**config.mk**
```make
export PLATFORM = sky130hd
export DESIGN_NAME = ftcr_ram
export DESIGN_NICKNAME = d
export VERILOG_FILES = /design/src/hdl/ftcr_ram.sv
export SDC_FILE = /design/constraint.sdc
export NUM_CORES = 1
export LEC_CHECK = 0
export BUFFER_PORTS_ARGS = -buffer_cell sky130_fd_sc_hd__clkbuf_2
export CORE_ASPECT_RATIO = 0.6
export CORE_UTILIZATION = 50
export CTS_BUF_LIST = sky130_fd_sc_hd__clkbuf_8
export DETAILED_ROUTE_END_ITERATION = 7
export PLACE_DENSITY = 0.79
export SLEW_MARGIN = 15
export SYNTH_ARGS = -nofsm -noshare
export SYNTH_HDL_FRONTEND = slang
export SYNTH_SLANG_ARGS = --single-unit
```
**constraint.sdc**
```tcl
create_clock -name i_clk -period 1.5 [get_ports i_clk]
set_input_delay 0.075 -clock i_clk [delete_from_list [all_inputs] [get_ports i_clk]]
set_output_delay 0.075 -clock i_clk [all_outputs]
set_load 0.1 [all_outputs]
```
**src/hdl/ftcr_ram.sv**
```systemverilog
// Generic single-write, single-read RAM with a registered read port.
`timescale 1ns / 1ps

module ftcr_ram #(
    parameter int unsigned WIDTH = 8,
    parameter int unsigned DEPTH = 16,
    localparam int unsigned AW = (DEPTH > 1) ? $clog2(DEPTH) : 1
) (
    input  logic             i_clk,
    input  logic             i_we,
    input  logic [AW-1:0]    i_waddr,
    input  logic [WIDTH-1:0] i_wdata,
    input  logic [AW-1:0]    i_raddr,
    output logic [WIDTH-1:0] o_rdata
);

    logic [WIDTH-1:0] r_mem [DEPTH];
    logic [WIDTH-1:0] r_rdata;

    always_ff @(posedge i_clk) begin
        if (i_we) begin
            r_mem[i_waddr] <= i_wdata;
        end
        r_rdata <= r_mem[i_raddr];
    end

    assign o_rdata = r_rdata;

endmodule

```
* After elaboration in Yosys (flattened, before gate mapping)
Memories as Yosys holds them, arrays and structs flattened. A register that Yosys moved wholly into a read port is not among the register bits.
Index checks and enable logic that the tools add are counted.
** Operators by class
- Multiplexer cells :: 2
** Operators by type and width (number)
- 1-bit 2-to-1 mux :: 2
** Storage, ports and cells
- Logic and storage cells :: 3
- Output and inout port bits :: 8
- RAM bits :: 128
- Bits of input ports :: 18
- Bits in registers :: 0
- Memories kept :: 1
** Memories
- r_mem :: depth 16, bits a word 8, read ports 1, clocked after Yosys merged registers in 1, write ports 1, RTL line 17 : logic [WIDTH-1:0] r_mem [DEPTH];

* Depth between registers and ports, before layout
- Depth after elaboration :: 2
- Gate-level depth with buffers :: 5
- Mapped depth without buffers :: 3

* Worst setup path after synthesis
No wires, ideal clock.
- Path type :: input -> register
- Start point :: input i_waddr[2]
- End point :: memory r_mem[0][0], enable pin
- Path buffers :: 0
- Arrival :: 1.185 ns
- Setup time :: 0.383 ns
- Data required time :: 1.117 ns
- Setup slack :: -0.068 ns
- Stages :: 2
- Cell sequence :: or3b_2 nor3_1
** RTL lines
- start: declaration :: RTL line 11 : input logic [AW-1:0] i_waddr,
- end: declaration :: RTL line 17
Straight into the memory's write port.

==> summary.md <==
* run status: completed
* cell area after synthesis: 5150 um2
* number of buffer and inverter instances along the worst setup path: 0
* layout overhead on the synthesized area: 15.6%
* cell family with the largest share of critical-path delay: multiplexers
* maximum achievable frequency: 720 MHz
* cell-internal power: 5.90 mW
* startpoint kind of the worst setup timing path: flop
* HPWL after detailed placement: 6.60 mm
* count leader, synth: sky130_fd_sc_hd__edfxtp_1
* register-to-register setup slack: 110 ps
* sequential share of the synthesized area: 77.8%
* first-pass GRT wire length: 15.3 mm
* depth of the worst register-to-register path: 3
* quantity of I/O buffers inserted on ports: 25
* Detail Route Antenna Nets: 0
* Period minus WS final: 1390 ps
* clock latency on the worst-skew pair: 430 ps
* final hold vios: 0
* number of instances in the synthesized netlist: 229
* actual transition at the worst max-transition pin: 763 ps
* final setup violation count: 0
* share of final-layout standard cells stronger than drive strength 1: 33.8%
* TritonCTS clock tree: built
* synth cell count leaders: 128 x sky130_fd_sc_hd__edfxtp_1, 18 x sky130_fd_sc_hd__mux4_2, 16 x sky130_fd_sc_hd__a22oi_1
* global-route usage over all layers: 21.3%
* Total Routed Length: 10.0 mm
* clock share of power: 36.8%
* R2R Path End: o_rdata[0]
* Post-synth ARST share: 0%
* number of top-level pins: 26
* Rel. slew slack: 49.0%
* Clock H-tree levels: 4
* signal arrival time at the worst endpoint: 1690 ps
* number of enable flip-flop cells after synthesis: 128
* Wirelength per Cell: 23.1 um
* number of synthesized register bits: 136
* Fin Clk Skew: 10.6 ps
* Final period util: 92.6%
* post-synthesis cell type count: 19
* clk root buf: sky130_fd_sc_hd__clkbuf_8
* Critical Path, Cell by Cell: mux4_1, a22oi_2, nand2_1
* sequential share of power: 55.6%
* final routed DRC violation total: 0
* Syn Nets: 247
* vias in the first global route: 2,570
* startpoint of the most critical hold path: i_wdata[0]
* drt first pass iters: 4
* worst path required time: 1800 ps
* Reg clk slew, reported paths: 80 ps
* total clock sinks: 136
* part of the total power dissipated in combinational logic: 7.5%
* Mapped Avg Cell Area: 22.5 um2
* CTS hold repair buffers: 0
* top cells by area in the synthesized netlist: sky130_fd_sc_hd__edfxtp_1 75%, sky130_fd_sc_hd__mux4_2 7.9%, sky130_fd_sc_hd__mux4_1 7.1%, sky130_fd_sc_hd__dfxtp_1 3.1%, sky130_fd_sc_hd__a22oi_1 2.3%
* critical path capture point type: flop
* worst hold path cell count: 1
* utilization of the core after routing: 60.0%
* Max Fanout on Critical Path: 1
* ratio of routed vias to standard cells: 5.77
* final weighted congestion in routability-driven placement: 0.833
* TritonCTS Buffers: 17
* Die W: 133 um
* flip-flop cell with the highest count after synthesis: sky130_fd_sc_hd__edfxtp_1
* die outline area: 10,700 um2
* number of nets in the final layout: 304
* antenna violations before repair: 0
* effective utilization at floorplan: 51.9%
* Max Buffers Root-to-Sink: 2
* worst r2r src: r_mem[2][0]
* MaxCap Viol Count: 0
* end point of the most critical hold path: r_mem[4][0]
* biggest area consumer among synthesized cells: sky130_fd_sc_hd__edfxtp_1
* area of placed instances: 5560 um2
* Slew Viols, Final: 0
* Syn. warnings: 0
* total overflow reported by the global router: 0
* RSZ-0062 raised after global routing: false
* area fraction of the dominant cell type after synthesis: 74.7%
* Max stage delay on crit path: 530 ps
* power spent charging and discharging nets: 1.79 mW
* switch share: 23.3%
* total power: 7.69 mW
* cell with the largest stage delay on the worst path: sky130_fd_sc_hd__mux4_1
* type of the most critical hold path: in2reg
* routed vias: 2,505
* num rows: 28
* leakage power of the design: 2.02 nW
* drt first-iter violations: 218
* final antenna diode count: 0
* power per cell area: 1290 nW/um2
* core area: 9910 um2
* maximum number of pins on one net before global-route repair: 33
* worst ir drop on vdd: 0.739 mV
* setup fix buffers added after clock tree synthesis: 0
* number of gates given a new drive strength after cts: 0
* summed area of non-filler cells in the final layout: 5950 um2
* worst setup path class: reg2reg
* floorplan die height: 80.6 um
cells by family (layout without fill, tap and decap cells):
family / after synthesis / count (layout) / share of synthesized area, %
AOI/OAI and AO/OA: 16 / 16 / 2.33
and+or+nand+nor: 35 / 35 / 3.18
DFF: 136 / 136 / 77.8
muxes: 32 / 32 / 15.0
buffers and inverters: 10 / 80 / 1.68
layout make-up:
| type | count | area, um2 |
|---|---|---|
| clock buffer | 21 | 289 |
| clock inverter | 11 | 97.6 |
| fill | 709 | 3970 |
| multi-input combinational | 83 | 1070 |
| sequential | 136 | 4000 |
| tap | 135 | 169 |
| timing repair buffer | 48 | 323 |
power by group through the flow:
stage	registers [mW]	logic, mW	clock network [mW]
final	4.27	0.580	2.83
after detailed placement	4.36	0.579	0
after CTS	4.27	0.581	2.90
after global routing	4.28	0.616	3.06
after global placement	4.35	0.563	0
after floorplan	4.53	0.216	0
worst reg2reg max path, delay by kind of cell (launching register included):
family             cells  cell delay (ps)
DFF                    1              380
AOI/OAI and AO/OA      1              220
muxes                  1              530
and+or+nand+nor        1              130
layout by cell type (no fill, tap or decap):
cell	netlist	routed
sky130_fd_sc_hd__clkinv_2	0	4
sky130_fd_sc_hd__buf_12	0	2
sky130_fd_sc_hd__a22oi_2	0	1
sky130_fd_sc_hd__nor3_2	0	1
sky130_fd_sc_hd__bufinv_16	0	1
sky130_fd_sc_hd__mux4_2	18	18
sky130_fd_sc_hd__nor2b_1	1	1
sky130_fd_sc_hd__nand3b_1	2	2
sky130_fd_sc_hd__buf_4	1	21
sky130_fd_sc_hd__clkbuf_8	0	21
sky130_fd_sc_hd__nor2_1	13	13
sky130_fd_sc_hd__clkinvlp_4	0	4
sky130_fd_sc_hd__edfxtp_1	128	128
sky130_fd_sc_hd__nand3_1	1	1
sky130_fd_sc_hd__or3b_2	1	1
sky130_fd_sc_hd__clkinv_4	0	2
sky130_fd_sc_hd__dfxtp_1	8	8
sky130_fd_sc_hd__clkbuf_2	0	25
sky130_fd_sc_hd__a22oi_1	16	15
sky130_fd_sc_hd__and2b_1	1	1
sky130_fd_sc_hd__nand2b_1	2	2
sky130_fd_sc_hd__mux4_1	14	14
sky130_fd_sc_hd__and2_1	1	1
sky130_fd_sc_hd__nor3_1	4	3
sky130_fd_sc_hd__nand2_1	9	9
worst max-delay path by stage:
stage,start,end,cells after the start
floorplan,i_waddr[2],r_mem[3][0],2
detailed placement,i_raddr[0],o_rdata[0],5
global route,r_mem[2][0],o_rdata[0],3
CTS,r_mem[2][0],o_rdata[0],3
finish,r_mem[2][0],o_rdata[0],3
global placement,i_raddr[0],o_rdata[0],5
flip-flops by register name, summed over array words and instances, names as in the netlist:
register / cells
o_rdata: 8
r_mem: 128
per-layer routing:
metal	up-vias	track usage (%)	routed length, um
met1	1300	29.1	4480
li1	1086	-	-
met5	-	0	0
met3	11	7.83	873
met4	0	7.01	113
met2	108	31.7	4570
through the flow:
step                hold slack (ps)  setup slack (ps)  setup TNS [ps]  cells
floorplan                       174               159               0    229
finish                         52.2               111               0    434
global route                   42.1              52.3               0    434
CTS                            16.5              94.8               0    434
global placement                486              49.1               0    402
detailed placement              491             -88.4            -100    402
Power figures use the tool's default switching activity.
